**src/fwpd_pkg.sv**
```systemverilog
package fwpd_pkg;

  // encoder and target width
  localparam int unsigned POS_BITS   = 24;
  localparam int unsigned NUM_WHEELS = 4;
  // quotient bits: power magnitude is at most 127
  localparam int unsigned Q_BITS     = 7;
  localparam int unsigned QIDX_W     = $clog2(Q_BITS);
  localparam int unsigned DRV_W      = Q_BITS + 1;
  // numerator width: distance times base power
  localparam int unsigned NUM_W      = POS_BITS + Q_BITS;
  localparam int unsigned BP_W       = 7;
  localparam int unsigned THR_W      = 16;
  localparam int unsigned CFG_W      = (POS_BITS > THR_W) ? POS_BITS : THR_W;
  localparam int unsigned CFG_IDX_W  = 3;
  localparam int unsigned QUEUE_DEPTH = 2;

  // register reset values
  localparam logic [BP_W-1:0]  BASE_POWER_RST = BP_W'(50);
  localparam logic [THR_W-1:0] THRESHOLD_RST  = THR_W'(100);

  // register indexes
  typedef enum logic [CFG_IDX_W-1:0] {
    CFG_BASE_POWER = 3'd0,
    CFG_THRESHOLD  = 3'd1,
    CFG_TGT_FL     = 3'd2,
    CFG_TGT_FR     = 3'd3,
    CFG_TGT_BL     = 3'd4,
    CFG_TGT_BR     = 3'd5
  } cfg_idx_e;

  // input request: one set of encoder samples
  typedef struct packed {
    logic signed [POS_BITS-1:0] pos_front_left;
    logic signed [POS_BITS-1:0] pos_front_right;
    logic signed [POS_BITS-1:0] pos_back_left;
    logic signed [POS_BITS-1:0] pos_back_right;
  } fwpd_req_t;

  // result: four drive commands and done flag
  typedef struct packed {
    logic signed [DRV_W-1:0] drive_front_left;
    logic signed [DRV_W-1:0] drive_front_right;
    logic signed [DRV_W-1:0] drive_back_left;
    logic signed [DRV_W-1:0] drive_back_right;
    logic                    done_res;
  } fwpd_res_t;

  // distances after the first front stage
  typedef struct packed {
    logic [NUM_WHEELS-1:0][POS_BITS-1:0] wdist;
    logic [NUM_WHEELS-1:0]               below;
  } fwpd_dist_t;

  // classified job handed from front to back
  typedef struct packed {
    logic [NUM_WHEELS-1:0][NUM_W-1:0] num;
    logic [POS_BITS-1:0]              dmax;
    logic [NUM_WHEELS-1:0]            below;
    logic                             all_in;
    logic                             zero_mag;
  } fwpd_job_t;

  // divider stage contents
  typedef struct packed {
    logic [NUM_WHEELS-1:0][NUM_W-1:0]  rem;
    logic [NUM_WHEELS-1:0][Q_BITS-1:0] quo;
    logic [POS_BITS-1:0]               dmax;
    logic [NUM_WHEELS-1:0]             below;
    logic                              all_in;
    logic                              zero_mag;
  } fwpd_div_t;

  // one restoring division step on all four wheels
  function automatic fwpd_div_t div_step(fwpd_div_t s, logic [QIDX_W-1:0] k);
    fwpd_div_t        r;
    logic [NUM_W-1:0] sub;
    r   = s;
    sub = NUM_W'(s.dmax) << k;
    for (int w = 0; w < NUM_WHEELS; w++) begin
      if (s.rem[w] >= sub) begin
        r.rem[w]    = s.rem[w] - sub;
        r.quo[w][k] = 1'b1;
      end
    end
    return r;
  endfunction

endpackage

```
**src/fwpd_front.sv**
```systemverilog
module fwpd_front (
  input  logic                                clk_i,
  input  logic                                rst_ni,
  input  logic                                in_valid_i,
  output logic                                in_stall_o,
  input  fwpd_pkg::fwpd_req_t                 in_req_i,
  input  logic                                cfg_we_i,
  input  logic [fwpd_pkg::CFG_IDX_W-1:0]      cfg_idx_i,
  input  logic [fwpd_pkg::CFG_W-1:0]          cfg_data_i,
  output logic                                job_valid_o,
  output fwpd_pkg::fwpd_job_t                 job_o,
  input  logic                                job_full_i
);
  import fwpd_pkg::*;

  logic [BP_W-1:0]                     base_power_q;
  logic [THR_W-1:0]                    threshold_q;
  logic [NUM_WHEELS-1:0][POS_BITS-1:0] tgt_q;

  logic [NUM_WHEELS-1:0][POS_BITS-1:0] pos;
  fwpd_dist_t                          s1_d;
  fwpd_dist_t                          s1_q;
  logic                                s1_valid_q;
  fwpd_job_t                           s2_d;
  fwpd_job_t                           s2_q;
  logic                                s2_valid_q;
  logic                                adv1;
  logic                                adv2;
  logic [POS_BITS-1:0]                 max01;
  logic [POS_BITS-1:0]                 max23;
  logic [NUM_WHEELS-1:0]               arrived;

  // configuration registers
  always_ff @(posedge clk_i or negedge rst_ni) begin
    if (!rst_ni) begin
      base_power_q <= BASE_POWER_RST;
      threshold_q  <= THRESHOLD_RST;
      tgt_q        <= '0;
    end else if (cfg_we_i) begin
      case (cfg_idx_i)
        CFG_BASE_POWER: base_power_q <= cfg_data_i[BP_W-1:0];
        CFG_THRESHOLD:  threshold_q  <= cfg_data_i[THR_W-1:0];
        CFG_TGT_FL:     tgt_q[0]     <= cfg_data_i[POS_BITS-1:0];
        CFG_TGT_FR:     tgt_q[1]     <= cfg_data_i[POS_BITS-1:0];
        CFG_TGT_BL:     tgt_q[2]     <= cfg_data_i[POS_BITS-1:0];
        CFG_TGT_BR:     tgt_q[3]     <= cfg_data_i[POS_BITS-1:0];
        default: ;
      endcase
    end
  end

  // wheel order: front left, front right, back left, back right
  assign pos[0] = in_req_i.pos_front_left;
  assign pos[1] = in_req_i.pos_front_right;
  assign pos[2] = in_req_i.pos_back_left;
  assign pos[3] = in_req_i.pos_back_right;

  // stall chain
  assign adv2       = !s2_valid_q || !job_full_i;
  assign adv1       = !s1_valid_q || adv2;
  assign in_stall_o = !adv1;

  // distance and direction per wheel
  always_comb begin
    logic signed [POS_BITS:0] pe;
    logic signed [POS_BITS:0] te;
    logic        [POS_BITS:0] diff;
    s1_d = '0;
    for (int w = 0; w < NUM_WHEELS; w++) begin
      pe = {pos[w][POS_BITS-1], pos[w]};
      te = {tgt_q[w][POS_BITS-1], tgt_q[w]};
      s1_d.below[w] = te < pe;
      diff = s1_d.below[w] ? (pe - te) : (te - pe);
      s1_d.wdist[w] = diff[POS_BITS-1:0];
    end
  end

  // largest distance, arrival and scaled numerators
  always_comb begin
    max01 = (s1_q.wdist[0] > s1_q.wdist[1]) ? s1_q.wdist[0] : s1_q.wdist[1];
    max23 = (s1_q.wdist[2] > s1_q.wdist[3]) ? s1_q.wdist[2] : s1_q.wdist[3];
    for (int w = 0; w < NUM_WHEELS; w++) begin
      arrived[w] = CFG_W'(s1_q.wdist[w]) < CFG_W'(threshold_q);
    end
    s2_d.dmax  = (max01 > max23) ? max01 : max23;
    s2_d.below = s1_q.below;
    for (int w = 0; w < NUM_WHEELS; w++) begin
      s2_d.num[w] = NUM_W'(s1_q.wdist[w]) * NUM_W'(base_power_q);
    end
    s2_d.all_in   = &arrived;
    s2_d.zero_mag = (&arrived) || (s2_d.dmax == '0);
  end

  // front pipeline valid bits
  always_ff @(posedge clk_i or negedge rst_ni) begin
    if (!rst_ni) begin
      s1_valid_q <= 1'b0;
      s2_valid_q <= 1'b0;
    end else begin
      if (adv1) s1_valid_q <= in_valid_i;
      if (adv2) s2_valid_q <= s1_valid_q;
    end
  end

  // front pipeline payload
  always_ff @(posedge clk_i) begin
    if (adv1 && in_valid_i) s1_q <= s1_d;
    if (adv2 && s1_valid_q) s2_q <= s2_d;
  end

  assign job_valid_o = s2_valid_q;
  assign job_o       = s2_q;

endmodule

```
**config.mk**
```make
export PLATFORM = sky130hd
export DESIGN_NAME = fwpd_front
export DESIGN_NICKNAME = d
export VERILOG_FILES = /design/src/fwpd_pkg.sv /design/src/fwpd_front.sv
export SDC_FILE = /design/constraint.sdc
export NUM_CORES = 2
export LEC_CHECK = 0
export ABC_AREA = 1
export BUFFER_PORTS_ARGS = -buffer_cell sky130_fd_sc_hd__buf_2
export CAP_MARGIN = 10
export CORE_ASPECT_RATIO = 1.4
export CORE_MARGIN = 10
export CORE_UTILIZATION = 60
export CTS_CLUSTER_SIZE = 12
export DETAILED_ROUTE_END_ITERATION = 16
export PLACE_DENSITY = 0.79
export SLEW_MARGIN = 20
export SYNTH_ARGS = -nofsm -noshare
export SYNTH_HDL_FRONTEND = slang
export SYNTH_SLANG_ARGS = --single-unit
```
**constraint.sdc**
```tcl
create_clock -name clk_i -period 17.9 [get_ports clk_i]
set_input_delay 3.58 -clock clk_i [delete_from_list [all_inputs] [get_ports clk_i]]
set_output_delay 3.58 -clock clk_i [all_outputs]
set_load 0.1 [all_outputs]
```
Word level (Yosys, flattened, before mapping)
Index checks and enable logic that the tools add are counted.
W data, S select, Z words.

storage, ports and cells
  logic and storage cells = 74
  input bits = 128
  flip-flop bits (word level) = 375

operators by class
  multipliers = 4
  equality and inequality tests = 5
  add/subtract/negate cells = 8
  magnitude comparators = 11
  reductions and logical operators = 18
  muxes and demuxes = 7

operators with widths
  cell                  count
  $sub A24 B24 Y24      8
  $mux W24              7
  $mul A24 B7 Y31       4
  $lt A24 B16 Y1        4
  $lt A24 B24 Y1        4
  $gt A24 B24 Y1        3
  $logic_not A24 Y1     1
  $reduce_and A2 Y1     6
  $eq A3 B2 Y1 const B  2
  $eq A3 B3 Y1 const B  2
  $logic_not A1 Y1      4
  $reduce_and A4 Y1     1
  $eq A3 B1 Y1 const B  1
  $logic_not A3 Y1      1
  $logic_or A1 B1 Y1    3
  $logic_and A1 B1 Y1   2

Depth between registers and ports, before layout
  depth after elaboration = 6
  gate-level depth with buffers = 35

Least setup slack after synthesis
No wires, ideal clock.

  kind = input port to flip-flop
  start point = in job_full_i
  end point = reg s2_q (netlist bit job_o[0]), enable pin
  path slack = 6.180 ns
  arrival time = 11.002 ns
  buffers on the path = 0
  library setup time = 0.718 ns
  required time = 17.182 ns
  stages on the path = 1
  cells stage by stage = a21oi_1

between the ends
  cells in the longest elaborated chain, start to end = 3

ends and longest elaborated chain
  item                    line               RTL
  start: declaration      fwpd_front.sv:12   input logic job_full_i
  $logic_not A1 Y1        fwpd_front.sv:59   assign adv2 = !s2_valid_q || !job_full_i;
  $logic_or A1 B1 Y1      fwpd_front.sv:59
  $logic_and A1 B1 Y1     fwpd_front.sv:108  if (adv2 && s1_valid_q) s2_q <= s2_d;
  end signal: assignment  fwpd_front.sv:108
  end: declaration        fwpd_front.sv:25   fwpd_job_t s2_q;

Every way passes these cells.
A chain may end at the register's enable or synchronous reset.

Worst setup path in the final report
  start point = in job_full_i
  end point = out in_stall_o

between the ends
  cells in the longest elaborated chain, start to end = 4

ends and longest elaborated chain
  item                line              RTL
  $logic_not A1 Y1    fwpd_front.sv:59
  $logic_or A1 B1 Y1  fwpd_front.sv:59
  $logic_or A1 B1 Y1  fwpd_front.sv:60  assign adv1 = !s1_valid_q || adv2;
  $logic_not A1 Y1    fwpd_front.sv:61  assign in_stall_o = !adv1;
  end: declaration    fwpd_front.sv:5   output logic in_stall_o,

Every way passes these cells.

==> results.toml <==
[critical_path]
startpoint_type = "input pin"
cp.arrival_ns = 4.33
timing.rr.start = "base_power_q[4]"
end_kind = "primary output"
path_class = "in -> out"
crit_path_max_fanout = 2
startpoint = "job_full_i"
reg2reg_slack_ns = 11.49
rr_endpoint = "job_o[120]"
worstRegToRegCells = 16
crit_required_ns = 14.32

[clocking]
cts_num_sinks = 375
postCtsResizedCells = 0
post-cts-setup-buffers = 0
htreeDepth = 2
clk_pin_slew_ns = 0.06
clock_path_buffers = 3
cts_hold_buf = 0
cts-root-buf = "clkbuf_16"
insertion_delay_ns = 0.62
numCtsBuffers = 42
cts_tree = "yes"

[grt]
grt_overflow_total = 0
antenna_found_initial = 12
grt-busiest-layer = "met2"
grt_max_degree = 129
grt_use_met3 = 0.05574
grtUsageMet1 = 0.3449
grt_pass1_vias = 43470
grt_pass1_wl_um = 228100
grt_use_met2 = 0.5539
track_usage = 0.3135

[die]
die-area_um2 = 92460
io_pins = 284
start_util = 0.6027
rows = 123
core-area_um2 = 80180
die_height_um = 355.8
die_x_um = 259.9

[status]
outcome = "complete, no violations"

[synth]
syn_area_per_cell_um2 = 7.781
synthArstFlopShare = 0.3227
ys_seq_elements = 375
synth_cell_types = 63
synth-edff-count = 254
ys_seq_area_frac = 0.2206
synthesis.area_um2 = 48330
syn-instance-count = 6211
yosysWarnings = 0
synthesis.nets = 7299
ys.flop_type = "edfxtp_1"

[drt]
vias = 42040
drc_errors = 0
dr.pass1.iters = 6
vias_per_cell = 5.695
drt_wl_total_um = 144700
ant_nets = 0
drtIter0Drc = 2938
wl_per_cell_um = 19.60

[worst_hold_path]
hp-start = "s1_q[0]"
worstHoldPathCells = 0
min_to = "job_o[2]"
worst_hold_path_type = "reg -> reg"

[run]
maxCapViolations = 0

[sta]
max_freq_mhz = 126.5
worstMarginPinSlew_ns = 1.063
finalCriticalPeriod_ns = 7.905
slew_headroom = 0.2911
rsz0062_at_grt = "false"
slew_viol_final = 0
tns_ns = 0
finalHoldViolations = 0
period_share = 0.4416
clock_skew_ns = 0.01898
setup_viol = 0

[final_layout]
area_growth_pct = 6.276
num-nets-final = 7374
fillCellCount = 7178
multi_input_area_um2 = 32370
final_cell_mix = "1662 x nand2_1, 1075 x inv_1, 516 x ha_1, 444 x fa_1, 393 x a21oi_1"
drive_gt1_frac = 0.07031
register_area_um2 = 10670
final_common_cell = "nand2_1"

[place]
dpl.hpwl_um = 116700
gp_congestion = 0.9916
port_buffers = 283
[critical path, cell delays in order]
cell	delay (ns)
buf_2	0.11
nand2_1	0.07
nor2_1	0.12
buf_2	0.44
[state kept, by name, summed over array words and instances, names as in the netlist]
name and cells:
s1_valid_q 1, base_power_q 7, job_o 154, s1_q 100, tgt_q 96, threshold_q 16, job_valid_o 1
[worst max-delay path by stage]
stage                  to  slack [ns]  cells past startpoint
2_1_floorplan    job_o[0]        6.18                      1
3_3_place_gp   in_stall_o        9.95                      4
3_5_place_dp   in_stall_o        9.98                      4
4_1_cts        in_stall_o        9.98                      4
5_1_grt        in_stall_o        9.91                      4
6_report       in_stall_o        9.99                      4
[synth_stat cells (13+ instances only)]
| cell type | number | area, um^2 |
|---|---|---|
| inv_1 | 1076 | 4039 |
| buf_1 | 21 | 78.83 |
| o21ai_0 | 314 | 1572 |
| a31oi_1 | 30 | 187.7 |
| a21o_1 | 55 | 412.9 |
| nand2_1 | 1662 | 6238 |
| nor3_1 | 24 | 120.1 |
| nor2_1 | 324 | 1216 |
| xor2_1 | 182 | 1594 |
| o21a_1 | 34 | 255.2 |
| nor4_1 | 13 | 81.33 |
| nand3_1 | 133 | 665.6 |
| and2_1 | 25 | 156.4 |
| dfrtp_1 | 115 | 2878 |
| buf_4 | 17 | 127.6 |
| edfxtp_1 | 254 | 7627 |
| o211ai_1 | 21 | 157.7 |
| nand3b_1 | 36 | 270.3 |
| xnor2_1 | 55 | 481.7 |
| o2111ai_1 | 26 | 227.7 |
| o21ai_1 | 31 | 155.2 |
| nand2_2 | 14 | 87.58 |
| clkbuf_2 | 26 | 130.1 |
| a21oi_1 | 394 | 1972 |
| clkbuf_1 | 183 | 686.9 |
| fa_1 | 444 | 8889 |
| buf_2 | 15 | 75.07 |
| ha_1 | 516 | 6456 |
| nand4_1 | 34 | 212.7 |
| a21oi_2 | 15 | 131.4 |
[cell families (layout without fill, tap and decap cells)]
family | after synthesis | in the layout | synth area share
AO/OA/AOI/OAI | 981 | 981 | 0.1154
flip-flops | 375 | 375 | 0.2206
multiplexers | 3 | 3 | 0.0006214
other | 0 | 5 | 0
XOR/XNOR | 237 | 237 | 0.04295
AND/OR/NAND/NOR | 2297 | 2297 | 0.1930
buffers and inverters | 1358 | 1462 | 0.1099
adder cells (fa/ha/maj) | 960 | 960 | 0.3175
[cell type report]
type | count | share of cell area
Clock inverter | 16 | 0.003240
Antenna cell | 5 | 0.0002436
Timing Repair Buffer | 304 | 0.03094
Tap cell | 1062 | 0.02587
Inverter | 1085 | 0.07944
Sequential cell | 375 | 0.2077
Multi-Input combinational cell | 4478 | 0.6302
Clock buffer | 57 | 0.02236
[metrics by stage]
step	cell area [um^2]	util	hold slack, ns	worst slack, ns	instances
CTS	51350	0.6404	0.4211	9.980	7377
global placement	50030	0.6240	0.4077	9.953	7304
finish	51360	0.6405	0.4234	9.995	7382
global route	51350	0.6404	0.4422	9.907	7378
floorplan	48330	-	0.4003	6.180	6211
detailed placement	50030	0.6240	0.4057	9.982	7304
[metal layers]
layer | vias to the layer above | share of wire
met2 | 1620 | 0.50
met1 | 20140 | 0.36
met3 | 541 | 0.073
met5 | - | 0.00092
li1 | 19720 | -
met4 | 18 | 0.070
Power is left out: the tool's default activity adds up to more than one toggle a clock period on the data nets, which glitch-free logic cannot reach.
