$ cat src/fwpd_pkg.sv
package fwpd_pkg;

  // encoder and target width
  localparam int unsigned POS_BITS   = 24;
  localparam int unsigned NUM_WHEELS = 4;
  // quotient bits: power magnitude is at most 127
  localparam int unsigned Q_BITS     = 7;
  localparam int unsigned QIDX_W     = $clog2(Q_BITS);
  localparam int unsigned DRV_W      = Q_BITS + 1;
  // numerator width: distance times base power
  localparam int unsigned NUM_W      = POS_BITS + Q_BITS;
  localparam int unsigned BP_W       = 7;
  localparam int unsigned THR_W      = 16;
  localparam int unsigned CFG_W      = (POS_BITS > THR_W) ? POS_BITS : THR_W;
  localparam int unsigned CFG_IDX_W  = 3;
  localparam int unsigned QUEUE_DEPTH = 2;

  // register reset values
  localparam logic [BP_W-1:0]  BASE_POWER_RST = BP_W'(50);
  localparam logic [THR_W-1:0] THRESHOLD_RST  = THR_W'(100);

  // register indexes
  typedef enum logic [CFG_IDX_W-1:0] {
    CFG_BASE_POWER = 3'd0,
    CFG_THRESHOLD  = 3'd1,
    CFG_TGT_FL     = 3'd2,
    CFG_TGT_FR     = 3'd3,
    CFG_TGT_BL     = 3'd4,
    CFG_TGT_BR     = 3'd5
  } cfg_idx_e;

  // input request: one set of encoder samples
  typedef struct packed {
    logic signed [POS_BITS-1:0] pos_front_left;
    logic signed [POS_BITS-1:0] pos_front_right;
    logic signed [POS_BITS-1:0] pos_back_left;
    logic signed [POS_BITS-1:0] pos_back_right;
  } fwpd_req_t;

  // result: four drive commands and done flag
  typedef struct packed {
    logic signed [DRV_W-1:0] drive_front_left;
    logic signed [DRV_W-1:0] drive_front_right;
    logic signed [DRV_W-1:0] drive_back_left;
    logic signed [DRV_W-1:0] drive_back_right;
    logic                    done_res;
  } fwpd_res_t;

  // distances after the first front stage
  typedef struct packed {
    logic [NUM_WHEELS-1:0][POS_BITS-1:0] wdist;
    logic [NUM_WHEELS-1:0]               below;
  } fwpd_dist_t;

  // classified job handed from front to back
  typedef struct packed {
    logic [NUM_WHEELS-1:0][NUM_W-1:0] num;
    logic [POS_BITS-1:0]              dmax;
    logic [NUM_WHEELS-1:0]            below;
    logic                             all_in;
    logic                             zero_mag;
  } fwpd_job_t;

  // divider stage contents
  typedef struct packed {
    logic [NUM_WHEELS-1:0][NUM_W-1:0]  rem;
    logic [NUM_WHEELS-1:0][Q_BITS-1:0] quo;
    logic [POS_BITS-1:0]               dmax;
    logic [NUM_WHEELS-1:0]             below;
    logic                              all_in;
    logic                              zero_mag;
  } fwpd_div_t;

  // one restoring division step on all four wheels
  function automatic fwpd_div_t div_step(fwpd_div_t s, logic [QIDX_W-1:0] k);
    fwpd_div_t        r;
    logic [NUM_W-1:0] sub;
    r   = s;
    sub = NUM_W'(s.dmax) << k;
    for (int w = 0; w < NUM_WHEELS; w++) begin
      if (s.rem[w] >= sub) begin
        r.rem[w]    = s.rem[w] - sub;
        r.quo[w][k] = 1'b1;
      end
    end
    return r;
  endfunction

endpackage

$ cat src/fwpd_back.sv
module fwpd_back (
  input  logic                clk_i,
  input  logic                rst_ni,
  input  logic                job_valid_i,
  input  fwpd_pkg::fwpd_job_t job_i,
  output logic                job_pop_o,
  output logic                out_valid_o,
  output fwpd_pkg::fwpd_res_t out_res_o,
  input  logic                out_stall_i
);
  import fwpd_pkg::*;

  localparam int unsigned LAST = Q_BITS - 1;

  fwpd_div_t            st_q   [Q_BITS];
  fwpd_div_t            st_in  [Q_BITS];
  fwpd_div_t            st_nxt [Q_BITS];
  logic [Q_BITS-1:0]    st_valid_q;
  logic [Q_BITS:0]      adv;
  logic                 out_valid_q;
  fwpd_res_t            out_q;
  fwpd_res_t            out_d;
  logic [NUM_WHEELS-1:0][DRV_W-1:0] drv;

  // stall chain from the output register back to the queue head
  always_comb begin
    adv[Q_BITS] = !out_valid_q || !out_stall_i;
    for (int s = Q_BITS - 1; s >= 0; s--) begin
      adv[s] = !st_valid_q[s] || adv[s+1];
    end
  end

  assign job_pop_o = adv[0] && job_valid_i;

  // one quotient bit per stage, most significant first
  always_comb begin
    st_in[0].rem      = job_i.num;
    st_in[0].quo      = '0;
    st_in[0].dmax     = job_i.dmax;
    st_in[0].below    = job_i.below;
    st_in[0].all_in   = job_i.all_in;
    st_in[0].zero_mag = job_i.zero_mag;
    for (int s = 1; s < Q_BITS; s++) begin
      st_in[s] = st_q[s-1];
    end
    for (int s = 0; s < Q_BITS; s++) begin
      st_nxt[s] = div_step(st_in[s], QIDX_W'(Q_BITS - 1 - s));
    end
  end

  // divider valid bits
  always_ff @(posedge clk_i or negedge rst_ni) begin
    if (!rst_ni) begin
      st_valid_q <= '0;
    end else begin
      if (adv[0]) st_valid_q[0] <= job_valid_i;
      for (int s = 1; s < Q_BITS; s++) begin
        if (adv[s]) st_valid_q[s] <= st_valid_q[s-1];
      end
    end
  end

  // divider payload
  always_ff @(posedge clk_i) begin
    if (adv[0] && job_valid_i) st_q[0] <= st_nxt[0];
    for (int s = 1; s < Q_BITS; s++) begin
      if (adv[s] && st_valid_q[s-1]) st_q[s] <= st_nxt[s];
    end
  end

  // apply direction, clear power when all wheels have arrived or the largest distance is zero
  always_comb begin
    logic [Q_BITS-1:0] mag;
    for (int w = 0; w < NUM_WHEELS; w++) begin
      mag    = st_q[LAST].zero_mag ? '0 : st_q[LAST].quo[w];
      drv[w] = st_q[LAST].below[w] ? DRV_W'(-{1'b0, mag}) : {1'b0, mag};
    end
    out_d.drive_front_left  = drv[0];
    out_d.drive_front_right = drv[1];
    out_d.drive_back_left   = drv[2];
    out_d.drive_back_right  = drv[3];
    out_d.done_res          = st_q[LAST].all_in;
  end

  // output register
  always_ff @(posedge clk_i or negedge rst_ni) begin
    if (!rst_ni) begin
      out_valid_q <= 1'b0;
    end else if (adv[Q_BITS]) begin
      out_valid_q <= st_valid_q[LAST];
    end
  end

  always_ff @(posedge clk_i) begin
    if (adv[Q_BITS] && st_valid_q[LAST]) out_q <= out_d;
  end

  assign out_valid_o = out_valid_q;
  assign out_res_o   = out_q;

  // checks
  a_done_zero: assert property (@(posedge clk_i) disable iff (!rst_ni)
    out_valid_q && out_q.done_res |->
      out_q.drive_front_left == '0 && out_q.drive_front_right == '0 &&
      out_q.drive_back_left == '0 && out_q.drive_back_right == '0)
    else $error("done request with nonzero drive");
  a_last_moves: assert property (@(posedge clk_i) disable iff (!rst_ni)
    st_valid_q[LAST] && adv[Q_BITS] |=> out_valid_q)
    else $error("divider result lost before output register");
  a_arrive_zero: assert property (@(posedge clk_i) disable iff (!rst_ni)
    st_valid_q[LAST] && st_q[LAST].all_in |-> st_q[LAST].zero_mag)
    else $error("arrival without power clear");

endmodule

$ cat config.mk
export PLATFORM = sky130hd
export DESIGN_NAME = fwpd_back
export DESIGN_NICKNAME = d
export VERILOG_FILES = /design/src/fwpd_pkg.sv /design/src/fwpd_back.sv
export SDC_FILE = /design/constraint.sdc
export NUM_CORES = 2
export LEC_CHECK = 0
export ABC_AREA = 1
export BUFFER_PORTS_ARGS = -buffer_cell sky130_fd_sc_hd__buf_4
export CAP_MARGIN = 40
export CELL_PAD_IN_SITES_DETAIL_PLACEMENT = 0
export CELL_PAD_IN_SITES_GLOBAL_PLACEMENT = 1
export CORE_MARGIN = 2
export CORE_UTILIZATION = 47
export CTS_CLUSTER_SIZE = 16
export DETAILED_ROUTE_END_ITERATION = 7
export GPL_TIMING_DRIVEN = 0
export PLACE_DENSITY_LB_ADDON = 0.1
export SLEW_MARGIN = 25
export SYNTH_ARGS = -nofsm -noshare
export SYNTH_HDL_FRONTEND = slang
export SYNTH_SLANG_ARGS = --single-unit
$ cat constraint.sdc
create_clock -name clk_i -period 13.9 [get_ports clk_i]
set_clock_uncertainty 0.2 [all_clocks]
set_input_delay 1.39 -clock clk_i [delete_from_list [all_inputs] [get_ports clk_i]]
set_output_delay 1.39 -clock clk_i [all_outputs]
set_load 0.02 [all_outputs]
# Word-level counts from Yosys, hierarchy flattened
# Memory sizes are Yosys's and may differ from the RTL's.
# Cells that the tools add are included.
[op_classes]
n_addsub = 32
n_lt_le_gt_ge = 28
mux = 78
n_reduce_logical = 25
[ops]
columns = ["cell", "count"]
rows = [
  ["two-way mux 31 bit", 28],
  [">= comparator 31 x 24 -> 1 bit", 4],
  [">= comparator 31 x 25 -> 1 bit", 4],
  [">= comparator 31 x 26 -> 1 bit", 4],
  [">= comparator 31 x 27 -> 1 bit", 4],
  [">= comparator 31 x 28 -> 1 bit", 4],
  [">= comparator 31 x 29 -> 1 bit", 4],
  [">= comparator 31 x 30 -> 1 bit", 4],
  ["subtractor 31 x 24 -> 31 bit", 4],
  ["subtractor 31 x 25 -> 31 bit", 4],
  ["subtractor 31 x 26 -> 31 bit", 4],
  ["subtractor 31 x 27 -> 31 bit", 4],
  ["subtractor 31 x 28 -> 31 bit", 4],
  ["subtractor 31 x 29 -> 31 bit", 4],
  ["subtractor 31 x 30 -> 31 bit", 4],
  ["two-way mux 7 bit", 8],
  ["two-way mux 1 bit", 42],
  ["negation 7 -> 8 bit", 4],
  ["logical NOT 1 bit", 9],
  ["logical AND 1 bit", 8],
  ["logical OR 1 bit", 8],
]
[totals]
reg_bits = 41
ramBits = 1274
input_bits = 158
out_inout_bits = 35
elab_cells = 181
memories = 1
[memory_table]
columns = ["name", "depth", "word_bits", "read_ports", "rd_clocked_by_memory_dff", "write_ports", "line", "rtl"]
rows = [
  ["st_q", 7, 182, 7, 0, 7, "fwpd_back.sv:15", "fwpd_div_t st_q [Q_BITS];"],
]

# Longest topological paths before layout
[logic_depth]
word_depth = 12
ltp_mapped = 17
ltp_nobuf = 15

# Worst setup path after synthesis
# Ideal clock, no wire load.
[synth_path]
kind = "input to output"
start = "input port out_stall_i"
end = "output port job_pop_o"
t_arrival_ns = 9.805
required_ns = 12.310
path_slack_ns = 2.505
stages = 7
n_path_buf = 0
cell_sequence = "nand2_1 -> nor2_1 -> nand2_1 -> nor2_1 -> nand2_1 -> nor2_1 -> a31oi_1"
[synth_via]
elab_chain_cells = 10
[synth_rtl]
columns = ["item", "line", "rtl"]
rows = [
  ["start, declared", "fwpd_back.sv:9", "input logic out_stall_i"],
  ["logical NOT 1 bit", "fwpd_back.sv:27", "adv[Q_BITS] = !out_valid_q || !out_stall_i;"],
  ["logical OR 1 bit", "fwpd_back.sv:27", ""],
  ["logical OR 1 bit (7 in series)", "fwpd_back.sv:29", "adv[s] = !st_valid_q[s] || adv[s+1];"],
  ["logical AND 1 bit", "fwpd_back.sv:33", "assign job_pop_o = adv[0] && job_valid_i;"],
  ["end, declared", "fwpd_back.sv:6", "output logic job_pop_o,"],
]
# Every way passes these cells.

# Worst setup path after layout
# Same ends and word-level chain as after synthesis.

==> flow_metrics.env <==
export IMPL_status="completed"
export IMPL_syn_inst=13600
export IMPL_synthTopCellsByCount="5822 x nand2_1, 2480 x inv_1, 1075 x edfxtp_1"
export IMPL_critPathMaxFanout=22
export IMPL_die_height_um=448
export IMPL_rows=162
export IMPL_cts_sinks=1083
export IMPL_grt_max_degree=109
export IMPL_final_max_slew_viol_count=0
export IMPL_whs_ns=0.214
export IMPL_post_cts_buffers=0
export IMPL_critical_path_class="input pin to output port"
export IMPL_viasPerCell=5.11
export IMPL_synth_edf_count=1075
export IMPL_design_core_area_um2=195000
export IMPL_firstDrtPassIters=8
export IMPL_nets=14800
export IMPL_route_detailed_wl_per_inst_um=19.9
export IMPL_drive_above_1_share=0.0588
export IMPL_dp_cells=16500
export IMPL_yosysMostFrequentCell="nand2_1"
export IMPL_synth_area_leaders="edfxtp_1 35%, nand2_1 24%, inv_1 10%, ha_1 9.1%, nand3_1 3.8%"
export IMPL_clk_pin_slew_ns=0.07
export IMPL_cts_buffers=111
export IMPL_maxCapViolCount=0
export IMPL_endpoint_kind="output port"
export IMPL_finalCritPeriodShare=0.461
export IMPL_cp_arrival_ns=4.82
export IMPL_power_mw=19.4
export IMPL_num_vias=85300
export IMPL_postRouteAntennaNets=0
export IMPL_worstSkewPairLatency_ns=0.78
export IMPL_cts_buffer_depth=3
export IMPL_dpl_cell_area_um2=98300
export IMPL_fin_area_um2=102000
export IMPL_required_ns=12.31
export IMPL_grt_overflow_total=0
export IMPL_grt_pass1_vias=80200
export IMPL_htreeDepth=3
export IMPL_stdcell_count=16700
export IMPL_die_w_um=448
export IMPL_hpwl_um=285000
export IMPL_finalCriticalPeriod_ns=6.41
export IMPL_hold_buffers=0
export IMPL_place_ws_ns=7.47
export IMPL_wirelength_um=332000
export IMPL_io_buffer_count=192
export IMPL_post_route_drc_count=0
export IMPL_yosys_area_top_type="edfxtp_1"
export IMPL_rsz0062_at_grt="false"
export IMPL_io_pin_count=193
export IMPL_design_die_area_um2=201000
export IMPL_ys_ff_latch=1083
export IMPL_synth_nets=14500
export IMPL_gp_congestion=1.01
export IMPL_synthFlopType="edfxtp_1"
export IMPL_synth_area_um2=92600
export IMPL_worst_slack_ns=7.49
export IMPL_worstMarginPinSlew_ns=0.829
export IMPL_cts_tree="built"
export IMPL_p_leak_nw=53.5
export IMPL_avgSynthCellArea_um2=6.80
export IMPL_maxSlewHeadroom=0.442
export IMPL_hold_viol_final=0
export IMPL_startpoint_type="input pin"
export IMPL_antenna_found_initial=10
export IMPL_ys_warn_count=0
export IMPL_areaGrowthSynthToFinish_pct=10.5
export IMPL_yosysUniqueCellTypes=49
export IMPL_cts_root_buf="clkbuf_16"
export IMPL_grt_pass1_wl_um=485000
export IMPL_ir_worst_vdd_v=0.000125
export IMPL_setup_violations=0
export IMPL_start_util=0.474
export IMPL_clock_fmax_mhz=156
export IMPL_grt_total_usage=0.326
export IMPL_p_per_area_nw_per_um2=190
export IMPL_synth_top_cell_area_share=0.349
export IMPL_min_path_type="flip-flop to flip-flop"
export IMPL_drtIter0Drc=6541
export IMPL_yosysSeqAreaShare=0.351
export IMPL_post_cts_resized=0
export IMPL_reg2reg_slack_ns=9.83
export IMPL_ys_async_sr_fraction=0.00739
[stage by stage]
stage | utilization | setup TNS, ns
6_report | 0.523 | 0
5_1_grt | 0.523 | 0
4_1_cts | 0.523 | 0
3_5_place_dp | 0.503 | 0
3_3_place_gp | 0.498 | -326.57
2_1_floorplan | - | 0
[logic make-up (layout without fill, tap and decap cells)]
group,after synthesis,after routing,share of synthesized area
simple gates,8180,8180,0.366
buf+inv,2645,3081,0.114
flops,1083,1083,0.351
fa+ha+maj,700,700,0.0966
compound gates,658,658,0.0396
xor+xnor,347,347,0.0328
other cells,0,17,0
[critical path: stages]
cell and delay [ns]:
buf_4 0.10, nand2_1 0.07, nor2_1 0.32, nand2_1 0.17, nor2_1 0.24, nand2_1 0.14
nor2_1 0.41, a31oi_4 0.43, buf_16 0.30, buf_16 0.18, buf_16 0.17, buf_16 0.17
buf_16 0.17, buf_16 0.17, buf_16 0.17, buf_4 0.16
[registers in the layout (all words and copies together), names as in the netlist]
register	count
out_res_o	33
out_valid_o	1
st_q	1042
st_valid_q	7
[cell type report]
| cell class | instances | area, µm² |
|---|---|---|
| Buffer | 122 | 1040 |
| Sequential cell | 1083 | 32500 |
| Multi-Input combinational cell | 9885 | 49600 |
| Clock inverter | 80 | 1060 |
| Timing Repair Buffer | 230 | 2370 |
| Tap cell | 2624 | 3280 |
| Fill cell | 19800 | 93200 |
| Antenna cell | 17 | 42.5 |
| Inverter | 2523 | 9500 |
| Clock buffer | 126 | 2840 |
[routing by layer]
metal / GRT usage / wire length, µm
met1: 0.405 / 138000
met2: 0.535 / 151000
met3: 0.0273 / 16100
met4: 0.228 / 26800
met5: 0 / 15
[cells in the final DEF, fill, tap and decap left out, drive strengths merged]
| cell type | netlist | routed |
|---|---|---|
| o211ai | 5 | 5 |
| a211oi | 4 | 4 |
| nor2 | 955 | 955 |
| inv | 2522 | 2534 |
| nor4 | 15 | 15 |
| buf | 121 | 351 |
| xnor2 | 77 | 77 |
| nor3b | 7 | 7 |
| and3 | 9 | 9 |
| o21ai | 160 | 160 |
| edfxtp | 1075 | 1075 |
| o21bai | 33 | 33 |
| o21a | 3 | 3 |
| nand2 | 5865 | 5865 |
| clkinvlp | 0 | 11 |
| a31oi | 5 | 5 |
| nand4 | 265 | 265 |
| nor3 | 123 | 123 |
| dfrtp | 8 | 8 |
| diode | 0 | 17 |
| and2 | 57 | 57 |
| nand3 | 740 | 740 |
| clkbuf | 1 | 127 |
| nand3b | 118 | 118 |
| a21o | 1 | 1 |
| a21oi | 447 | 447 |
| bufinv | 0 | 20 |
| or2 | 26 | 26 |
| xor2 | 270 | 270 |
| clkinv | 1 | 38 |
| ha | 676 | 676 |
| fa | 24 | 24 |
[report_power, final]
group / switching [mW] / leakage (nW) / internal, mW
logic: 6.86 / 41.1 / 3.41
registers: 0.782 / 10.5 / 5.17
clock network: 1.33 / 1.87 / 1.86
[final timing paths]
path                                          from                   endpoint  depth (start not counted)
min in group asynchronous                   rst_ni    out_valid_o$_DFFE_PN0P_                          1
setup / recovery                       out_stall_i                  job_pop_o                         16
hold reg to reg              st_q[1][50]$_DFFE_PP_      st_q[2][50]$_DFFE_PP_                          0
hold / removal               st_q[1][50]$_DFFE_PP_      st_q[2][50]$_DFFE_PP_                          0
setup reg to reg           out_valid_o$_DFFE_PN0P_     st_q[0][152]$_DFFE_PP_                         14
max in group asynchronous                   rst_ni  st_valid_q[3]$_DFFE_PN0P_                          1
(Power assumes the default switching activity.)
