File: src/fwpd_pkg.sv
package fwpd_pkg;

  // encoder and target width
  localparam int unsigned POS_BITS   = 24;
  localparam int unsigned NUM_WHEELS = 4;
  // quotient bits: power magnitude is at most 127
  localparam int unsigned Q_BITS     = 7;
  localparam int unsigned QIDX_W     = $clog2(Q_BITS);
  localparam int unsigned DRV_W      = Q_BITS + 1;
  // numerator width: distance times base power
  localparam int unsigned NUM_W      = POS_BITS + Q_BITS;
  localparam int unsigned BP_W       = 7;
  localparam int unsigned THR_W      = 16;
  localparam int unsigned CFG_W      = (POS_BITS > THR_W) ? POS_BITS : THR_W;
  localparam int unsigned CFG_IDX_W  = 3;
  localparam int unsigned QUEUE_DEPTH = 2;

  // register reset values
  localparam logic [BP_W-1:0]  BASE_POWER_RST = BP_W'(50);
  localparam logic [THR_W-1:0] THRESHOLD_RST  = THR_W'(100);

  // register indexes
  typedef enum logic [CFG_IDX_W-1:0] {
    CFG_BASE_POWER = 3'd0,
    CFG_THRESHOLD  = 3'd1,
    CFG_TGT_FL     = 3'd2,
    CFG_TGT_FR     = 3'd3,
    CFG_TGT_BL     = 3'd4,
    CFG_TGT_BR     = 3'd5
  } cfg_idx_e;

  // input request: one set of encoder samples
  typedef struct packed {
    logic signed [POS_BITS-1:0] pos_front_left;
    logic signed [POS_BITS-1:0] pos_front_right;
    logic signed [POS_BITS-1:0] pos_back_left;
    logic signed [POS_BITS-1:0] pos_back_right;
  } fwpd_req_t;

  // result: four drive commands and done flag
  typedef struct packed {
    logic signed [DRV_W-1:0] drive_front_left;
    logic signed [DRV_W-1:0] drive_front_right;
    logic signed [DRV_W-1:0] drive_back_left;
    logic signed [DRV_W-1:0] drive_back_right;
    logic                    done_res;
  } fwpd_res_t;

  // distances after the first front stage
  typedef struct packed {
    logic [NUM_WHEELS-1:0][POS_BITS-1:0] wdist;
    logic [NUM_WHEELS-1:0]               below;
  } fwpd_dist_t;

  // classified job handed from front to back
  typedef struct packed {
    logic [NUM_WHEELS-1:0][NUM_W-1:0] num;
    logic [POS_BITS-1:0]              dmax;
    logic [NUM_WHEELS-1:0]            below;
    logic                             all_in;
    logic                             zero_mag;
  } fwpd_job_t;

  // divider stage contents
  typedef struct packed {
    logic [NUM_WHEELS-1:0][NUM_W-1:0]  rem;
    logic [NUM_WHEELS-1:0][Q_BITS-1:0] quo;
    logic [POS_BITS-1:0]               dmax;
    logic [NUM_WHEELS-1:0]             below;
    logic                              all_in;
    logic                              zero_mag;
  } fwpd_div_t;

  // one restoring division step on all four wheels
  function automatic fwpd_div_t div_step(fwpd_div_t s, logic [QIDX_W-1:0] k);
    fwpd_div_t        r;
    logic [NUM_W-1:0] sub;
    r   = s;
    sub = NUM_W'(s.dmax) << k;
    for (int w = 0; w < NUM_WHEELS; w++) begin
      if (s.rem[w] >= sub) begin
        r.rem[w]    = s.rem[w] - sub;
        r.quo[w][k] = 1'b1;
      end
    end
    return r;
  endfunction

endpackage

File: src/fwpd_queue.sv
module fwpd_queue (
  input  logic                clk_i,
  input  logic                rst_ni,
  input  logic                push_i,
  input  fwpd_pkg::fwpd_job_t data_i,
  output logic                full_o,
  output logic                valid_o,
  output fwpd_pkg::fwpd_job_t data_o,
  input  logic                pop_i
);
  import fwpd_pkg::*;

  localparam int unsigned PTR_W = (QUEUE_DEPTH > 1) ? $clog2(QUEUE_DEPTH) : 1;
  localparam int unsigned CNT_W = $clog2(QUEUE_DEPTH + 1);

  fwpd_job_t        ent_q [QUEUE_DEPTH];
  logic [PTR_W-1:0] wr_ptr_q;
  logic [PTR_W-1:0] rd_ptr_q;
  logic [CNT_W-1:0] count_q;
  logic             do_push;
  logic             do_pop;

  assign full_o  = count_q == CNT_W'(QUEUE_DEPTH);
  assign valid_o = count_q != '0;
  assign data_o  = ent_q[rd_ptr_q];
  assign do_push = push_i && !full_o;
  assign do_pop  = pop_i && valid_o;

  // pointers and fill count
  always_ff @(posedge clk_i or negedge rst_ni) begin
    if (!rst_ni) begin
      wr_ptr_q <= '0;
      rd_ptr_q <= '0;
      count_q  <= '0;
    end else begin
      if (do_push) begin
        wr_ptr_q <= (wr_ptr_q == PTR_W'(QUEUE_DEPTH - 1)) ? '0 : wr_ptr_q + 1'b1;
      end
      if (do_pop) begin
        rd_ptr_q <= (rd_ptr_q == PTR_W'(QUEUE_DEPTH - 1)) ? '0 : rd_ptr_q + 1'b1;
      end
      case ({do_push, do_pop})
        2'b10:   count_q <= count_q + 1'b1;
        2'b01:   count_q <= count_q - 1'b1;
        default: count_q <= count_q;
      endcase
    end
  end

  // entry storage
  always_ff @(posedge clk_i) begin
    if (do_push) ent_q[wr_ptr_q] <= data_i;
  end

  // checks
  a_count_bound: assert property (@(posedge clk_i) disable iff (!rst_ni)
    count_q <= CNT_W'(QUEUE_DEPTH))
    else $error("queue count above depth");
  a_push_hold: assert property (@(posedge clk_i) disable iff (!rst_ni)
    push_i && full_o |=> push_i && $stable(data_i))
    else $error("stalled push dropped or changed");
  a_pop_fill: assert property (@(posedge clk_i) disable iff (!rst_ni)
    do_pop && !do_push |=> count_q == $past(count_q) - 1'b1)
    else $error("pop did not drain an entry");

endmodule

File: config.mk
export PLATFORM = sky130hd
export DESIGN_NAME = fwpd_queue
export DESIGN_NICKNAME = d
export VERILOG_FILES = /design/src/fwpd_pkg.sv /design/src/fwpd_queue.sv
export SDC_FILE = /design/constraint.sdc
export NUM_CORES = 1
export LEC_CHECK = 0
export ABC_AREA = 1
export BUFFER_PORTS_ARGS = -buffer_cell sky130_fd_sc_hd__buf_4
export CORE_UTILIZATION = 35
export CTS_CLUSTER_DIAMETER = 60
export DETAILED_ROUTE_END_ITERATION = 10
export PLACE_DENSITY_LB_ADDON = 0.1
export SLEW_MARGIN = 20
export SYNTH_ARGS = -nofsm -noshare
export SYNTH_HDL_FRONTEND = slang
export SYNTH_SLANG_ARGS = --single-unit
File: constraint.sdc
create_clock -name clk_i -period 22.1 [get_ports clk_i]
set_input_delay 1.105 -clock clk_i [delete_from_list [all_inputs] [get_ports clk_i]]
set_output_delay 1.105 -clock clk_i [all_outputs]
set_load 0.02 [all_outputs]
Yosys cells after proc, flatten, opt, wreduce, memory -nomap -nowiden

Memories as Yosys holds them, arrays and structs flattened.
Index checks and enable logic that the tools add are counted.

Register bits after elaboration: 4
RAM bits: 308
Bits of input ports: 158
Output and inout bits: 156
Logic and storage cells: 21
Memories kept: 1

$add $sub $neg: 4
Equal/unequal tests: 3
Multiplexer cells: 5
Reductions and logical operators: 5

Memories:

| name  | words | bits a word | read ports | clocked after Yosys merged registers in | wr ports | RTL line         | text |
|---|---|---|---|---|---|---|---|
| ent_q | 2     | 154         | 1          | 0                                       | 1        | fwpd_queue.sv:16 | `fwpd_job_t ent_q [QUEUE_DEPTH];` |

Operators with widths:

| kind                                                | number |
|---|---|
| equality test 2 bit, second input constant          | 2 |
| 2-to-1 mux 1 bit                                    | 4 |
| one-hot mux 2 bit (2 select lines)                  | 1 |
| nonzero test 2 bit                                  | 2 |
| adder 1 bit, second input constant                  | 2 |
| adder 2 x 1 -> 2 bit, second input constant         | 1 |
| equality test 2 x 1 -> 1 bit, second input constant | 1 |
| logical AND 1 bit                                   | 2 |
| subtractor 2 x 1 -> 2 bit, second input constant    | 1 |
| zero test 1 bit                                     | 1 |

Longest topological paths before layout

Gate-level depths: netlist of the first run.

Word-level depth: 5
Depth in mapped cells: 10
Mapped depth without buffers: 10

Worst setup path after synthesis of the first run

Ideal clock, no wire load.

Path kind: input-to-reg
From: in push_i
To: mem ent_q[1][0] in the netlist's numbering (enable)
Arrival: 7640 ps
Required time: 21430 ps
Setup slack: 13790 ps
Stages: 2
Path buffers: 0
Cells stage by stage: o21ai_0 > nor2_1

Cells in the longest elaborated chain, start to end: 3

RTL lines:

| element                                | RTL line         | text |
|---|---|---|
| from (decl)                            | fwpd_queue.sv:4  | `input logic push_i,` |
| logical AND 1 bit                      | fwpd_queue.sv:26 | `assign do_push = push_i && !full_o;` |
| 2-to-1 mux 1 bit                       | fwpd_queue.sv:52 | `if (do_push) ent_q[wr_ptr_q] <= data_i;` |
| 2-to-1 mux 1 bit (not written as such) | fwpd_queue.sv:52 |  |
| to (decl)                              | fwpd_queue.sv:16 |  |

No other way between the ends.

==> results.toml, run 1 <==
[clock_tree]
root_buffer = "clkbuf_16"
worst_setup_hold_path_clk_slew_ps = 60
clock_latency_ps = 490
cts_max_level = 2
numClockSinks = 312
post_cts_buffers = 0
tritoncts = "built"
count_of_hold_buffers_inserted_by_post_cts_repair = 0
worst_case_clock_buffer_depth = 3
cts-resized-gates = 0
cts_buffers = 34

[sta]
finalWorstPathRequiredPeriod_ps = 4320
timing.final.hold_violations = 0
timing.final.setup_violations = 0
final-max-slew-violation-count = 0
max_freq_mhz = 231
min_period_over_period_pct = 19.6
worst_slack_ps = 17780
worst_clock_skew_ps = 10.8
max_slew_margin_pct = 33.1
grt_setup_unrepaired = "false"
worst-slew-pin-transition_ps = 1000
fin_setup_tns_ps = 0

[hold_path]
min_path_type = "in -> async"

[setup_path]
worst_path_max_delay_cell = "dfrtp_4"
timing.setup.critical_path_class = "reg -> out"
path_cells = "inv_4 > buf_6 > nand2_1 > nand2_1 > buf_4"
worst_path_dominant_cell_family = "buffers and inverters"
crit_path_max_fanout = 92
setup.worst_path.end_class = "primary output"
critical_path.most_common_cell = "nand2_1"
cp.arrival_ps = 3220
required_ps = 21000
worst_setup_path_start_kind = "register"
regToRegSetupSlack_ps = 19260
crit_path_max_incr_delay_ps = 800
critical_path.n_buffers_inverters = 3

[grt]
overall_fraction_of_global_route_tracks_in_use_pct = 14.9
grt_start_max_net_pins = 93
antenna_found_initial = 0
first_global_vias = 6980
grt_overflow = 0
grt_pass1_wl_mm = 38.4

[place]
io_buffer_count = 313
dp_hpwl_mm = 15.5
standard_cell_area_after_detailed_placement_um2 = 14200
routabilityCongestion = 0.706
place_ws_ps = 17920

[power]
pwr_density_cell_nw_per_um2 = 144
internal-power_mw = 1.42
leakage_nw = 6.43
clkPwrFrac_pct = 25.1
power.combinational.fraction_pct = 35.9
power_switching_share_pct = 35.5
vdd.ir_drop.worst_mv = 0.0712
p_seq_share_pct = 39.0
p_switching_mw = 0.782

[cells_and_area]
final_layout_size_suffix_gt1_share_pct = 30.9
finish.net_count = 1315
finalInstanceArea_um2 = 15300
antenna-diode-count = 0
layout-area-overhead-vs-synth_pct = 31.8

[yosys]
syn_nets = 995
synth_largest_type_area_fraction_pct = 79.8
synthesis.yosys.warnings = 0
synth_seq_cells = 312
synth_area_leaders = "edfxtp_1 80%, nand2_1 15%, buf_6 3.2%, dfrtp_1 0.86%, inv_1 0.26%"
post-synth-top-area-cell = "edfxtp_1"
synthesis.area_per_instance_um2 = 13.9
synth_cell_type_count = 13
post_synth_instance_area_um2 = 11600
synth_seq_area_share_pct = 80.7
synthCells = 836

[floorplan]
fp.dieW_um = 184
design.core.area_um2 = 32500
chipHeight_um = 184
placement_rows = 66
io_pins = 314
initial_core_util_pct = 35.6
die_area_um2 = 33800

[status]
run_status = "completed"

[drt]
routed-via-count = 6986
postRouteWirelength_mm = 25.6
final_antenna_net_count = 0
drt_initial_violations = 386
routed_via_density = 4.30
route.detailed.drc = 0
detail_route.wl_per_cell_um = 15.8
first_pass_iters = 6

[run]
cap_viol_max_count = 0
final timing paths:
check | startpoint | endpoint | cells after the start
max in group asynchronous | rst_ni | rd_ptr_q$_DFFE_PN0P_ | 1
worst min register to register | count_q[1]$_DFFE_PN0P_ | count_q[1]$_DFFE_PN0P_ | 2
worst max register to register | count_q[1]$_DFFE_PN0P_ | ent_q[0][25]$_DFFE_PP_ | 6
min in group clk_i | count_q[1]$_DFFE_PN0P_ | count_q[1]$_DFFE_PN0P_ | 2
worst max-delay path | rd_ptr_q$_DFFE_PN0P_ | data_o[135] | 5
worst min-delay path | rst_ni | count_q[1]$_DFFE_PN0P_ | 1
routing by layer:
metal  vias up  GRT usage, %  wire length (µm)
met5         -             0                 0
met4         0          3.93               452
li1       3454             -                 -
met1      3237          18.5             10400
met3        36          6.89              3050
met2       259          23.4             11700
metrics by stage:
stage                     instances  hold slack, ps  utilization (%)  total power [mW]
after floorplan                 836             442                -              1.38
after global placement         1562             453             43.5              1.68
after detailed placement       1562             460             43.5              1.68
after CTS                      1623             370             46.9              2.24
after global routing           1623             370             46.9              2.34
final                          1623             395             46.9              2.20
cells by family (layout without fill, tap and decap cells):
group	Yosys count	count (layout)	share of synthesized area (%)
flip-flops	312	312	80.7
XOR/XNOR	1	1	0.0756
buffers and inverters	43	388	3.56
AO/OA/AOI/OAI	1	1	0.0431
AND/OR/NAND/NOR	478	478	15.5
adder cells (fa/ha/maj)	1	1	0.108
cells in the final DEF, fill, tap and decap left out, types with 2 or more instances in the layout:
cell	count
nand2_1	472
buf_4	317
edfxtp_1	308
clkbuf_16	37
clkbuf_1	10
clkinv_1	8
inv_1	7
nand3_1	3
bufinv_16	3
dfrtp_1	3
clkinv_2	2
state kept, by name (all words and copies together) (netlist names):
signal,cells
ent_q,308
count_q,2
rd_ptr_q,1
wr_ptr_q,1
Yosys cell counts:
master / instances
nand2_1: 472
edfxtp_1: 308
buf_6: 33
inv_1: 8
dfrtp_1: 4
nand3_1: 3
nor2_1: 2
buf_4: 1
ha_1: 1
inv_2: 1
nand4_1: 1
o21ai_0: 1
xnor2_1: 1
layout make-up:
class | count | area (µm²)
clock inverter | 14 | 138
tap | 442 | 553
sequential | 312 | 9350
timing repair buffer | 318 | 2390
inverter | 9 | 41.3
multi-input combinational | 481 | 1830
fill | 3007 | 17300
clock buffer | 47 | 963
power groups by stage:
stage | logic (mW) | clock network [mW] | registers [mW]
finish | 0.791 | 0.553 | 0.859
global route | 0.869 | 0.593 | 0.874
CTS | 0.813 | 0.570 | 0.861
detailed placement | 0.811 | 0 | 0.873
global placement | 0.810 | 0 | 0.871
floorplan | 0.510 | 0 | 0.869
Note: power is estimated with default switching activity, not from simulation.
==> inputs of run 2 (changes only) <==
==> constraint.sdc (replaced) <==
create_clock -name clk_i -period 4.4 [get_ports clk_i]
set_input_delay 0.22 -clock clk_i [delete_from_list [all_inputs] [get_ports clk_i]]
set_output_delay 0.22 -clock clk_i [all_outputs]
set_load 0.02 [all_outputs]
==> run 2 against run 1 <==
- count of clock-buffer cells in the layout rose by 7
- sequential cell count unchanged
- die area is the same
- register-to-register slack worse by 17000 ps
- worst setup slack worse by 17000 ps
- clock skew grew 1.1 ps
- core utilization rose by 4.8 points
==> results.toml, run 2 (synthesized netlist as in run 1, its figures left out) <==
[status]
run_status = "completed"

[floorplan]
placement_rows = 66
design.core.area_um2 = 32500
chipHeight_um = 184
initial_core_util_pct = 35.6
io_pins = 314
die_area_um2 = 33800
fp.dieW_um = 184

[cells_and_area]
layout.cells.most_common_list = "472 x nand2_1, 321 x buf_4, 308 x edfxtp_1"
final_layout_size_suffix_gt1_share_pct = 27.4
register_containing_the_most_flip_flops_in_the_final_layout = "ent_q"
mostFrequentLayoutCell = "nand2_1"
layout-area-overhead-vs-synth_pct = 45.2
largest_registers = "ent_q x308, count_q x2"
largest_register_ffs = 308
finish.net_count = 1477
finalInstanceArea_um2 = 16800
post_layout_nonfiller_instances = 1786

[sta]
timing.final.setup_violations = 0
fin_setup_tns_ps = 0
worst_clock_skew_ps = 12.0
grt_setup_unrepaired = "false"
finalWorstPathRequiredPeriod_ps = 3280
max_freq_mhz = 305
max_slew_margin_pct = 36.3
timing.final.hold_violations = 0
worst-slew-pin-transition_ps = 955
final-max-slew-violation-count = 0
min_period_over_period_pct = 74.5
fin_hold_ws_ps = 74.2

[setup_path]
crit_path_max_fanout = 57
critical_path.most_common_cell = "buf_4"
crit_path_max_incr_delay_ps = 860
setup.worst_path.end_class = "primary output"
worst_path_max_delay_cell = "dfrtp_4"
worst_setup_path_start_kind = "register"
path_cells = "buf_4 > buf_4 > nand2_1 > nand2_1 > buf_4"
critical_path.n_buffers_inverters = 3
timing.setup.critical_path_class = "reg -> out"
worst_path_dominant_cell_family = "buffers and inverters"
cp.arrival_ps = 3060
required_ps = 4180

[clock_tree]
root_buffer = "clkbuf_16"
worst_setup_hold_path_clk_slew_ps = 60
clock_latency_ps = 500
cts_buffers = 36
cts_max_level = 2
cts-resized-gates = 0
worst_case_clock_buffer_depth = 3
numClockSinks = 312
tritoncts = "built"

[drt]
detail_route.wl_per_cell_um = 14.9
drt_initial_violations = 292
route.detailed.drc = 0
postRouteWirelength_mm = 26.6
first_pass_iters = 4
final_antenna_net_count = 0
routed-via-count = 7625
routed_via_density = 4.27

[grt]
grt_start_max_net_pins = 111
overall_fraction_of_global_route_tracks_in_use_pct = 15.4
grt_pass1_wl_mm = 40.1
antenna_found_initial = 3
grt_overflow = 0
first_global_vias = 7420

[place]
place.detailed.instances = 1566
io_buffer_count = 313
routabilityCongestion = 0.701
standard_cell_area_after_detailed_placement_um2 = 14200
dp_hpwl_mm = 15.9

[hold_path]
min_path_type = "in -> async"

[power]
power.total_mw = 11.1
pwr_density_cell_nw_per_um2 = 660
vdd.ir_drop.worst_mv = 0.429
leakage_nw = 7.08

[run]
cap_viol_max_count = 0
run 2: where the power goes:
part	internal, mW	switching (mW)	leakage [nW]	total [mW]
registers	4.06	0.219	2.91	4.28
logic	1.48	2.69	3.66	4.17
clock network	1.60	1.07	0.503	2.67
total	7.14	3.98	7.08	11.1
run 2: path summary, 6_finish.rpt:
check / startpoint / end / cells past startpoint / slack [ps]
worst max-delay path: rd_ptr_q$_DFFE_PN0P_ / data_o[112] / 5 / 1120
worst min-delay path: rst_ni / wr_ptr_q$_DFFE_PN0P_ / 2 / 70
worst max register to register: count_q[1]$_DFFE_PN0P_ / ent_q[0][26]$_DFFE_PP_ / 6 / 2040
worst min register to register: count_q[1]$_DFFE_PN0P_ / count_q[1]$_DFFE_PN0P_ / 2 / 480
max in group asynchronous: rst_ni / rd_ptr_q$_DFFE_PN0P_ / 2 / 4210
min in group clk_i: push_i / wr_ptr_q$_DFFE_PN0P_ / 3 / 110
run 2: cell type report:
cell class,instances,area (µm²)
antenna,3,7.51
fill,2905,15700
tap,442,553
clock inverter,7,58.8
sequential,312,9350
clock buffer,54,990
timing repair buffer,478,3990
inverter,9,43.8
multi-input combinational,481,1830
run 2: through the flow:
| stage | util, % | setup WS, ps |
|---|---|---|
| after global routing | 51.7 | 871 |
| after global placement | 43.7 | 1620 |
| final | 51.7 | 1120 |
| after CTS | 51.7 | 1040 |
| after floorplan | - | 197 |
| after detailed placement | 43.7 | 1590 |
run 2: per-layer routing:
layer	track usage, %	share of wire (%)	wire length, µm
met5	0	0	0
met1	20.0	43	11500
met4	4.47	1.8	487
met2	24.0	46	12100
met3	5.86	9.5	2540
run 2: what timing repair did:
action | CTS | global route
buffers inserted | 0 | 0
hold buffers | 156 | 0
endpoints found under the hold margin | 313 | 0
